`src/design/rtkd_pkg.sv`:
```
// rtkd_pkg: types, fixed tables and byte helpers for the key derivation core
// depends on nothing; used by every design file
`default_nettype none
package rtkd_pkg;

  localparam int NBYTES  = 16;
  localparam int NROUNDS = 5;
  localparam int AES_NR  = 10;

  typedef logic [7:0] byte_t;
  typedef logic [0:NBYTES-1][7:0] blk_t;
  typedef logic [0:AES_NR][0:NBYTES-1][7:0] rkeys_t;
  typedef logic [0:255][7:0] sbox_t;

  typedef struct packed {
    logic [63:0] key_in_high;
    logic [63:0] key_in_low;
  } key_in_t;

  typedef struct packed {
    logic [63:0] derived_high;
    logic [63:0] derived_low;
  } derived_t;

  localparam sbox_t FWD_SBOX = {
    8'h63,8'h7c,8'h77,8'h7b,8'hf2,8'h6b,8'h6f,8'hc5,8'h30,8'h01,8'h67,8'h2b,8'hfe,8'hd7,8'hab,8'h76,
    8'hca,8'h82,8'hc9,8'h7d,8'hfa,8'h59,8'h47,8'hf0,8'had,8'hd4,8'ha2,8'haf,8'h9c,8'ha4,8'h72,8'hc0,
    8'hb7,8'hfd,8'h93,8'h26,8'h36,8'h3f,8'hf7,8'hcc,8'h34,8'ha5,8'he5,8'hf1,8'h71,8'hd8,8'h31,8'h15,
    8'h04,8'hc7,8'h23,8'hc3,8'h18,8'h96,8'h05,8'h9a,8'h07,8'h12,8'h80,8'he2,8'heb,8'h27,8'hb2,8'h75,
    8'h09,8'h83,8'h2c,8'h1a,8'h1b,8'h6e,8'h5a,8'ha0,8'h52,8'h3b,8'hd6,8'hb3,8'h29,8'he3,8'h2f,8'h84,
    8'h53,8'hd1,8'h00,8'hed,8'h20,8'hfc,8'hb1,8'h5b,8'h6a,8'hcb,8'hbe,8'h39,8'h4a,8'h4c,8'h58,8'hcf,
    8'hd0,8'hef,8'haa,8'hfb,8'h43,8'h4d,8'h33,8'h85,8'h45,8'hf9,8'h02,8'h7f,8'h50,8'h3c,8'h9f,8'ha8,
    8'h51,8'ha3,8'h40,8'h8f,8'h92,8'h9d,8'h38,8'hf5,8'hbc,8'hb6,8'hda,8'h21,8'h10,8'hff,8'hf3,8'hd2,
    8'hcd,8'h0c,8'h13,8'hec,8'h5f,8'h97,8'h44,8'h17,8'hc4,8'ha7,8'h7e,8'h3d,8'h64,8'h5d,8'h19,8'h73,
    8'h60,8'h81,8'h4f,8'hdc,8'h22,8'h2a,8'h90,8'h88,8'h46,8'hee,8'hb8,8'h14,8'hde,8'h5e,8'h0b,8'hdb,
    8'he0,8'h32,8'h3a,8'h0a,8'h49,8'h06,8'h24,8'h5c,8'hc2,8'hd3,8'hac,8'h62,8'h91,8'h95,8'he4,8'h79,
    8'he7,8'hc8,8'h37,8'h6d,8'h8d,8'hd5,8'h4e,8'ha9,8'h6c,8'h56,8'hf4,8'hea,8'h65,8'h7a,8'hae,8'h08,
    8'hba,8'h78,8'h25,8'h2e,8'h1c,8'ha6,8'hb4,8'hc6,8'he8,8'hdd,8'h74,8'h1f,8'h4b,8'hbd,8'h8b,8'h8a,
    8'h70,8'h3e,8'hb5,8'h66,8'h48,8'h03,8'hf6,8'h0e,8'h61,8'h35,8'h57,8'hb9,8'h86,8'hc1,8'h1d,8'h9e,
    8'he1,8'hf8,8'h98,8'h11,8'h69,8'hd9,8'h8e,8'h94,8'h9b,8'h1e,8'h87,8'he9,8'hce,8'h55,8'h28,8'hdf,
    8'h8c,8'ha1,8'h89,8'h0d,8'hbf,8'he6,8'h42,8'h68,8'h41,8'h99,8'h2d,8'h0f,8'hb0,8'h54,8'hbb,8'h16
  };

  localparam blk_t AES_KEY = {
    8'h86,8'h9F,8'h77,8'h45,8'hC1,8'h3F,8'hD8,8'h90,
    8'hCC,8'hF2,8'h91,8'h88,8'hE3,8'hCC,8'h3E,8'hDF };
  localparam logic [0:NBYTES-1][3:0] PERM = {
    4'hC,4'h3,4'h6,4'h4,4'h1,4'hB,4'hF,4'h8,4'h2,4'h7,4'h0,4'h5,4'hA,4'hE,4'hD,4'h9 };
  localparam blk_t MASK_TAB = {
    8'hA9,8'h3E,8'h1F,8'hD6,8'h7C,8'h55,8'hA3,8'h29,
    8'hB7,8'h5F,8'hDD,8'hA6,8'h2A,8'h95,8'hC7,8'hA5 };
  localparam blk_t SUB_TAB = {
    8'h67,8'hD4,8'h5D,8'hA3,8'h29,8'h6D,8'h00,8'h6A,
    8'h4E,8'h7C,8'h53,8'h7B,8'hF5,8'h53,8'h8C,8'h74 };

  function automatic byte_t xt(input byte_t a);
    return {a[6:0], 1'b0} ^ (a[7] ? 8'h1B : 8'h00);
  endfunction

  function automatic sbox_t make_inv_sbox();
    sbox_t t;
    t = '0;
    for (int i = 0; i < 256; i++) t[FWD_SBOX[i]] = i[7:0];
    return t;
  endfunction

  function automatic rkeys_t make_rkeys();
    byte_t  w [176];
    byte_t  tmp [4];
    byte_t  rc;
    byte_t  x;
    rkeys_t rk;
    rc = 8'h01;
    for (int i = 0; i < NBYTES; i++) w[i] = AES_KEY[i];
    for (int i = NBYTES; i < 176; i += 4) begin
      for (int j = 0; j < 4; j++) tmp[j] = w[i-4+j];
      if ((i % 16) == 0) begin
        x      = tmp[0];
        tmp[0] = FWD_SBOX[tmp[1]] ^ rc;
        tmp[1] = FWD_SBOX[tmp[2]];
        tmp[2] = FWD_SBOX[tmp[3]];
        tmp[3] = FWD_SBOX[x];
        rc     = xt(rc);
      end
      for (int j = 0; j < 4; j++) w[i+j] = w[i-16+j] ^ tmp[j];
    end
    for (int r = 0; r <= AES_NR; r++)
      for (int i = 0; i < NBYTES; i++) rk[r][i] = w[r*16+i];
    return rk;
  endfunction

  // subtrahend laid out with the first permuted byte least significant
  function automatic logic [127:0] make_sub_word();
    logic [127:0] v;
    for (int i = 0; i < NBYTES; i++) v[8*i +: 8] = SUB_TAB[PERM[i]];
    return v;
  endfunction

  localparam sbox_t        INV_SBOX = make_inv_sbox();
  localparam rkeys_t       RKEYS    = make_rkeys();
  localparam logic [127:0] SUB_WORD = make_sub_word();

endpackage
`default_nettype wire

```
`src/design/rtkd_mix_stage.sv`:
```
// rtkd_mix_stage: one registered round of mask xor, chained xor and borrow subtract
// depends on rtkd_pkg
`default_nettype none
module rtkd_mix_stage (
  input  wire               clk,
  input  wire               rst,
  input  wire               en,
  input  wire               in_vld,
  input  wire rtkd_pkg::blk_t in_blk,
  output logic              out_vld,
  output rtkd_pkg::blk_t    out_blk
);
  import rtkd_pkg::*;

  blk_t         x;
  blk_t         y;
  blk_t         z;
  logic [127:0] n;
  logic [127:0] d;

  always_comb begin
    x = in_blk ^ MASK_TAB;
    y = x;
    for (int i = 1; i < NBYTES; i++) y[PERM[i]] = x[PERM[i]] ^ x[PERM[i-1]];
    // borrow chain along the permutation is a plain wide subtract
    for (int i = 0; i < NBYTES; i++) n[8*i +: 8] = y[PERM[i]];
    d = n - SUB_WORD;
    z = y;
    for (int i = 0; i < NBYTES; i++) z[PERM[i]] = d[8*i +: 8];
  end

  always_ff @(posedge clk) begin
    if (rst) begin
      out_vld <= 1'b0;
    end else if (en) begin
      out_vld <= in_vld;
    end
    if (en) begin
      out_blk <= z;
    end
  end

endmodule
`default_nettype wire

```
`config.mk`:
```
export PLATFORM = sky130hd
export DESIGN_NAME = rtkd_mix_stage
export DESIGN_NICKNAME = d
export VERILOG_FILES = /design/src/design/rtkd_pkg.sv /design/src/design/rtkd_mix_stage.sv
export SDC_FILE = /design/constraint.sdc
export NUM_CORES = 1
export LEC_CHECK = 0
export BUFFER_PORTS_ARGS = -buffer_cell sky130_fd_sc_hd__buf_2
export CELL_PAD_IN_SITES_DETAIL_PLACEMENT = 1
export CELL_PAD_IN_SITES_GLOBAL_PLACEMENT = 2
export CORE_UTILIZATION = 32
export CTS_CLUSTER_SIZE = 24
export DETAILED_ROUTE_END_ITERATION = 8
export PLACE_DENSITY = 0.82
export SLEW_MARGIN = 20
export SYNTH_ARGS = -nofsm -noshare
export SYNTH_HDL_FRONTEND = slang
export SYNTH_SLANG_ARGS = --single-unit
```
`constraint.sdc`:
```
create_clock -name clk -period 3.7 [get_ports clk]
set_input_delay 0 -clock clk [delete_from_list [all_inputs] [get_ports clk]]
set_output_delay 0 -clock clk [all_outputs]
set_load 0.03 [all_outputs]
```
==> results of run 1 <==
[sequential cells by signal (all words and copies together), names as in the netlist]
name and count:
out_vld 1, out_blk 128
[cells in the final DEF (no fill, tap or decap), types with 31 or more instances in the layout]
| cell | instances |
|---|---|
| buf_2 | 259 |
| nand2_1 | 86 |
| nor2_1 | 80 |
| xnor2_1 | 172 |
| edfxtp_1 | 128 |
| o21ai_0 | 67 |
| a21oi_1 | 56 |
| nand3_1 | 31 |
| xor2_1 | 104 |
| buf_4 | 41 |
[logic make-up after synthesis]
logic type	Yosys count	synth area share (%)
AO/OA/AOI/OAI	217	15.00
adder cells (fa/ha/maj)	1	0.1335
buffers and inverters	10	0.4270
XOR/XNOR	277	25.96
AND/OR/NAND/NOR	323	16.94
flip-flops	129	41.22
multiplexers	3	0.3204
[metrics by stage]
stage	total power (uW)	area [sq um]
final	5788	12220
after global routing	6024	12220
after CTS	5811	12190
after detailed placement	4021	11460
after global placement	4002	11460
after floorplan	3265	9374
[where the power goes]
group | switching, uW | internal [uW] | total, uW
combinational | 1390 | 656 | 2050
clock | 750 | 1010 | 1760
sequential | 67.0 | 1910 | 1980
total | 2210 | 3580 | 5790
[Yosys cell counts, drive strengths merged, types with 7 or more instances]
master  count  area (sq um)
a21boi      7         52.55
a21oi      58         305.3
a31oi      19         125.1
edfxtp    128          3844
nand2      86         322.8
nand2b     12         75.07
nand3      32         165.2
nand4      12         75.07
nor2       80         300.3
nor3       29         145.1
nor4       17         106.4
o21ai      72         360.3
o31ai       7         52.55
or3        10         62.56
xnor2     172          1506
xor2      105         927.1
[critical path, stage by stage]
cell and delay (ns):
dlygate4sd3_1 0.52, buf_2 0.14, inv_1 0.06, ha_1 0.22, nand2b_1 0.22, a2111oi_4 0.41
o211ai_2 0.12, a2111o_1 0.50, a211o_1 0.32, a211o_1 0.41, a21oi_1 0.34, a21oi_2 0.12
o211ai_2 0.23, xnor2_1 0.09
[layout make-up]
cell class                      instances  area, sq um  share of cell area, %
Multi-Input combinational cell        821         5494                  44.95
Sequential cell                       129         3864                  31.61
Timing Repair Buffer                  315         1765                  14.45
Tap cell                              384        480.5                  3.931
Clock buffer                           17        425.4                  3.481
Clock inverter                         15        168.9                  1.382
Inverter                                5        18.77                 0.1536
Antenna cell                            2        5.005                0.04095
[final timing paths]
kind / from / end / slack [ns] / cells after the start
hold reg to reg: out_vld / out_vld / 1.03 / 3
hold / removal: in_blk[55] / out_blk[55] / 0.003 / 3
setup reg to reg: out_vld / out_vld / 2.58 / 3
setup / recovery: in_blk[24] / out_blk[46] / 0.18 / 14
[metal layers]
metal  up-vias  routed length, um  track usage [%]
met3        53               1915            3.980
met1      4367              16710            33.28
li1       4185                  -                -
met5         -                  0                0
met2       309              16730            38.27
met4         0                843            7.891
[timing repair]
item / 4_1_cts / 5_1_grt
endpoints found under the setup margin: 0 / 7
gates resized for setup: 0 / 3
buffers inserted: 0 / 0
hold buffers: 13 / 0
hold endpoints to repair: 12 / 0
==> impl_results.md, run 1 <==
- Run status: finished, final reports clean
- Fraction of layout cells with a size suffix above 1: 27.57%
- Initial DRC count: 619
- WL per Instance: 21.44 um
- Post-DRT Antenna Nets: 0
- Register area share after synthesis: 41.22%
- Endpoints failing setup: 0
- Remaining DRCs: 0
- DIE WIDTH: 173.2 um
- Hold WS: 0.003327 ns
- Die ar.: 0.02998 sq mm
- Max-slew headroom at the worst pin: 45.85%
- Fmax: 0.2839 GHz
- Worst-path clk slew: 0.06 ns
- Hold Vio Cnt, Final: 0
- Core area: 0.02878 sq mm
- Largest net degree at the start of global routing: 82
- FP Rows: 62
- IO Count: 261
- Final Core Density: 42.47%
- Syn_nets: 1093
- Clock buffer count from CTS: 17
- CP required: 3.87 ns
- Synth Warn #: 0
- TritonCTS clock tree: done
- DRT Wirelength: 36200 um
- Vias in the first global route: 9169
- Final worst slack: 0.1780 ns
- Starting Density: 32.57%
- P per Cell Area: 473.6 mW/mm^2
- Post-synth ARST share: 0%
- Setup TNS: 0 ns
- Synth unique cells: 72
- Max cap viols: 0
- Critical Path AT: 3.69 ns
- Post-synth EDFFs: 128
- Skew final: 0 ns
- Cell count after placement: 1641
- Clk sinks: 129
- Worst-Margin Slew: 0.8095 ns
- Leak Pwr: 0.004543 uW
- Initial antenna violation count: 2
- GR Util All Layers: 24.10%
- HPWL Detailed: 29170 um
- Final Max Slew Viols: 0
- Main synth FF type: edfxtp_1
- Synth Area per Inst: 9.765 sq um
- Max FO, Critical Path: 3
- Clk Latency, worst-skew pair: 0.43 ns
- Kind of critical path: primary input to register
- Vias/cell: 5.281
- Worst Setup Start Kind: primary input
- Routability Congestion: 0.9027
- Clock Tree Buf Depth: 2
- Pre-CTS setup slack: 0.2342 ns
- FILL cells: 3373
- Total grt overflow: 0
- H-tree Lvls: 4
- Final Cycle Share: 95.19%
- Worst hold path class: primary input to register
- Nets: 1422
- I/O Buffers: 260
- RSZ-0062 raised after global routing: false
- Cell Area, Synth: 0.009374 sq mm
- First-pass GRT wire length: 54820 um
- Layout Cells excl Fill: 1688
- Layout area overhead: 30.38%
- CTS root buffer: clkbuf_16
- Critical path capture point type: register
- Post-Synthesis Cells: 960
- Die height: 173.2 um
- DR vias: 8914
- Final min period: 3.522 ns
- Router iterations before antenna repair: 5
- Peak supply drop: 317.3 uV
- Flip-flop and latch count after synthesis: 129
(Power assumes the default switching activity.)
==> inputs of run 2 (changes only) <==
--- a/config.mk
+++ b/config.mk
@@ -5,13 +5,14 @@
 export SDC_FILE = /design/constraint.sdc
 export NUM_CORES = 1
 export LEC_CHECK = 0
+export ABC_AREA = 1
 export BUFFER_PORTS_ARGS = -buffer_cell sky130_fd_sc_hd__buf_2
 export CELL_PAD_IN_SITES_DETAIL_PLACEMENT = 1
 export CELL_PAD_IN_SITES_GLOBAL_PLACEMENT = 2
-export CORE_UTILIZATION = 32
+export CORE_UTILIZATION = 30
 export CTS_CLUSTER_SIZE = 24
 export DETAILED_ROUTE_END_ITERATION = 8
-export PLACE_DENSITY = 0.82
+export PLACE_DENSITY = 0.84
 export SLEW_MARGIN = 20
 export SYNTH_ARGS = -nofsm -noshare
 export SYNTH_HDL_FRONTEND = slang
==> run 2 against run 1 <==
  * Global-route usage increased by 7.6 points
  * Utilization decreased by 5.4 points
  * Clock power increased by 8%
  * Flip-flop and latch count unchanged
  * Final area increased by 53%
  * Hold slack improved by 0.0056 ns
  * Register-to-register slack got worse by 0.02 ns
  * Critical path depth increased by 2
  * Total power increased by 13%
  * Highest routed layer unchanged
==> impl_results.md, run 2 <==
- Flip-flop and latch count after synthesis: 129 (unchanged)
- Commonest non-fill, non-tap cell in the layout: nand2_1 (was buf_2)
- Final Cycle Share: 88.50% (was 95.19%)
- Post-cts gate resize count: 0 (unchanged)
- Pre-CTS setup slack: 0.6226 ns (was 0.2342 ns)
- DR vias: 18490 (was 8914)
- Cell Area, Synth: 0.01552 sq mm (was 0.009374 sq mm)
- Clk sinks: 129 (unchanged)
- Worst hold path class: primary input to register (unchanged)
- Max-slew headroom at the worst pin: 29.30% (was 45.85%)
- GR Util All Layers: 31.70% (was 24.10%)
- Critical Path AT: 3.53 ns (was 3.69 ns)
- P per Cell Area: 349.9 mW/mm^2 (was 473.6 mW/mm^2)
- WL per Instance: 22.57 um (was 21.44 um)
- Final min period: 3.274 ns (was 3.522 ns)
- Crit. Startpoint: in_blk[24] (unchanged)
- Max cap viols: 0 (unchanged)
- Top reg by flops: out_blk (unchanged)
- Max FO, Critical Path: 5 (was 3)
- Top Registers: out_blk: 128 flops, out_vld: 1 flops (unchanged)
- FP Rows: 82 (was 62)
- FILL cells: 6902 (was 3373)
- Starting Density: 30.69% (was 32.57%)
- Synth area leaders: nand2_1 (28%), edfxtp_1 (25%), inv_1 (11%), nor2_1 (8.4%), xor2_1 (6.4%) (was edfxtp_1 (41%), xnor2_1 (16%), xor2_1 (9.7%), o21ai_0 (3.6%), nand2_1 (3.4%))
- Storage element area: 0.003864 sq mm (unchanged)
- Synth cell count leaders: nand2_1 (1162), inv_1 (443), nor2_1 (347) (was xnor2_1 (172), edfxtp_1 (128), xor2_1 (104))
- Skew final: 0 ns (unchanged)
- Synth Warn #: 0 (unchanged)
- Largest net degree at the start of global routing: 74 (was 82)
- I/O Buffers: 260 (unchanged)
- Hold Vio Cnt, Final: 0 (unchanged)
- Total grt overflow: 0 (unchanged)
- Area taken by multi-input logic gates: 0.009905 sq mm (was 0.005494 sq mm)
- Area leader, netlist: nand2_1 (was edfxtp_1)
- Clock Tree Buf Depth: 2 (unchanged)
- R2R Setup Slk: 2.56 ns (was 2.58 ns)
- Post-synth EDFFs: 128 (unchanged)
- RSZ-0062 raised after global routing: false (unchanged)
- H-tree Lvls: 4 (unchanged)
- CTS root buffer: clkbuf_16 (unchanged)
- Post-DRT Antenna Nets: 0 (unchanged)
- Syn_nets: 2824 (was 1093)
- CP max stage cell: dlygate4sd3_1 (unchanged)
- Nets: 3149 (was 1422)
- Run status: finished, final reports clean (unchanged)
- Remaining DRCs: 0 (unchanged)
- Endpoints failing setup: 0 (unchanged)
- Vias/cell: 4.995 (was 5.281)
- Min-delay src: in_blk[67] (was in_blk[55])
- Clock buffer count from CTS: 17 (unchanged)
- Final Max Slew Viols: 0 (unchanged)
- HPWL Detailed: 72820 um (was 29170 um)
- Fraction of layout cells with a size suffix above 1: 14.46% (was 27.57%)
- TritonCTS clock tree: done (unchanged)
- Core area: 0.05058 sq mm (was 0.02878 sq mm)
- Hold WS: 0.008974 ns (was 0.003327 ns)
- CP required: 3.96 ns (was 3.87 ns)
- Vias in the first global route: 18710 (was 9169)
- Worst-path clk slew: 0.06 ns (about the same)
- Reg2reg path depth: 3 (unchanged)
- DRT Wirelength: 83530 um (was 36200 um)
- Post-synth top area share: 28.10% (was 41.00%)
- Setup TNS: 0 ns (unchanged)
- Routability Congestion: 0.9912 (was 0.9027)
- Fmax: 0.3054 GHz (was 0.2839 GHz)
- First-pass GRT wire length: 120500 um (was 54820 um)
- Count leader, synth: nand2_1 (was xnor2_1)
- Hold_buf cts: 30 (was 13)
- Initial DRC count: 1521 (was 619)
- Initial antenna violation count: 0 (was 2)
- ANT cells: 0 (was 2)
- Final worst slack: 0.4255 ns (was 0.1780 ns)
- Most frequent cells in the layout: nand2_1 (1162), inv_1 (443), nor2_1 (347) (was buf_2 (259), xnor2_1 (172), edfxtp_1 (128))
- Max incr delay on CP: 0.52 ns (about the same)
- Register area share after synthesis: 24.89% (was 41.22%)
- IO Count: 261 (unchanged)
- Main synth FF type: edfxtp_1 (unchanged)
- Total power: 6553 uW (was 5788 uW)
- Reg-to-reg endpoint: out_vld (unchanged)
- Final Core Density: 37.02% (was 42.47%)
- Synth Area per Inst: 5.768 sq um (was 9.765 sq um)
- Router iterations before antenna repair: 5 (unchanged)
- DIE WIDTH: 229.5 um (was 173.2 um)
- Worst-Margin Slew: 1.049 ns (was 0.8095 ns)
- Post-CTS setup buffers: 0 (unchanged)
- Critical path capture point type: register (unchanged)
- Peak supply drop: 373.0 uV (was 317.3 uV)
- Critical Path End: out_blk[54] (was out_blk[46])
- Kind of critical path: primary input to register (unchanged)
- Die height: 229.5 um (was 173.2 um)
- Crit path cell chain: dlygate4sd3_1 -> buf_2 -> inv_1 -> ha_1 -> o21ai_1 -> nand2_1 -> nor2_2 -> nand3_1 -> nand2_1 -> nand2_1 -> nand3_1 -> nand2_1 -> nand2_1 -> nand2_1 -> nand3_1 -> nand2_1 (was dlygate4sd3_1 -> buf_2 -> inv_1 -> ha_1 -> nand2b_1 -> a2111oi_4 -> o211ai_2 -> a2111o_1 -> a211o_1 -> a211o_1 -> a21oi_1 -> a21oi_2 -> o211ai_2 -> xnor2_1)
- Worst Setup Start Kind: primary input (unchanged)
- Layout area overhead: 20.64% (was 30.38%)
- Post-synth ARST share: 0% (unchanged)
- Die ar.: 0.05265 sq mm (was 0.02998 sq mm)
- Largest register FFs: 128 (unchanged)
- Synth unique cells: 40 (was 72)
- Post-Synthesis Cells: 2691 (was 960)
- Most frequent CP cell: nand2_1
- Leak Pwr: 0.009983 uW (was 0.004543 uW)
- Clk Latency, worst-skew pair: 0.50 ns (was 0.43 ns)
- R2R Path Start: out_vld (unchanged)
-- run 2: logic make-up after synthesis --
| kind of cell | share of synthesized area [%] |
|---|---|
| AOI/OAI and AO/OA | 3.571 |
| xor gates and xnor gates | 12.95 |
| adders and majority gates | 0.08059 |
| buffers and inverters | 11.30 |
| DFF | 24.89 |
| muxes | 0.06449 |
| and+or+nand+nor | 47.14 |
-- run 2: how the worst min path moves through the flow --
stage | to | slack [ns] | depth (start not counted)
after global placement | out_vld | 0.16 | 2
after global routing | out_blk[111] | 0.04 | 4
final | out_blk[123] | 0.009 | 4
after floorplan | out_vld | 0.07 | 1
after CTS | out_blk[111] | 0.0007 | 4
after detailed placement | out_vld | 0.16 | 2
-- run 2: final cells by class --
type / instances / share of cell area (%)
clock inverters: 15 / 0.9621
repair buffers: 313 / 9.574
clock buffers: 17 / 2.272
well taps: 672 / 4.490
multi-input cells: 2097 / 52.89
flip-flops and latches: 129 / 20.63
inverters: 458 / 9.180
-- run 2: metrics by stage --
stage          instances  cell area [sq um]
6_report            3701              18730
5_1_grt             3701              18730
4_1_cts             3701              18730
3_5_place_dp        3639              17820
3_3_place_gp        3639              17820
2_1_floorplan       2691              15520
-- run 2: report_power, final --
group          internal, uW  switching, uW  leakage, uW
clock network          1060            838     0.000292
logic                   710           2000      0.00843
registers              1870           68.6      0.00126
total                  3640           2910      0.00998
-- run 2: critical path: cells and delay by family --
family | cells | cell delay [ns]
fa+ha+maj | 1 | 0.26
compound gates | 1 | 0.24
simple gates | 11 | 2.28
buf+inv | 3 | 0.73
-- run 2: per-layer routing --
layer  global-route usage, %  vias to the layer above  part of all wire, %
li1                        -                     8784                    -
met4                   9.167                        0                  2.4
met1                   47.13                     8982                   50
met2                   46.85                      632                   41
met5                       0                        -                    0
met3                   4.495                       87                  6.4
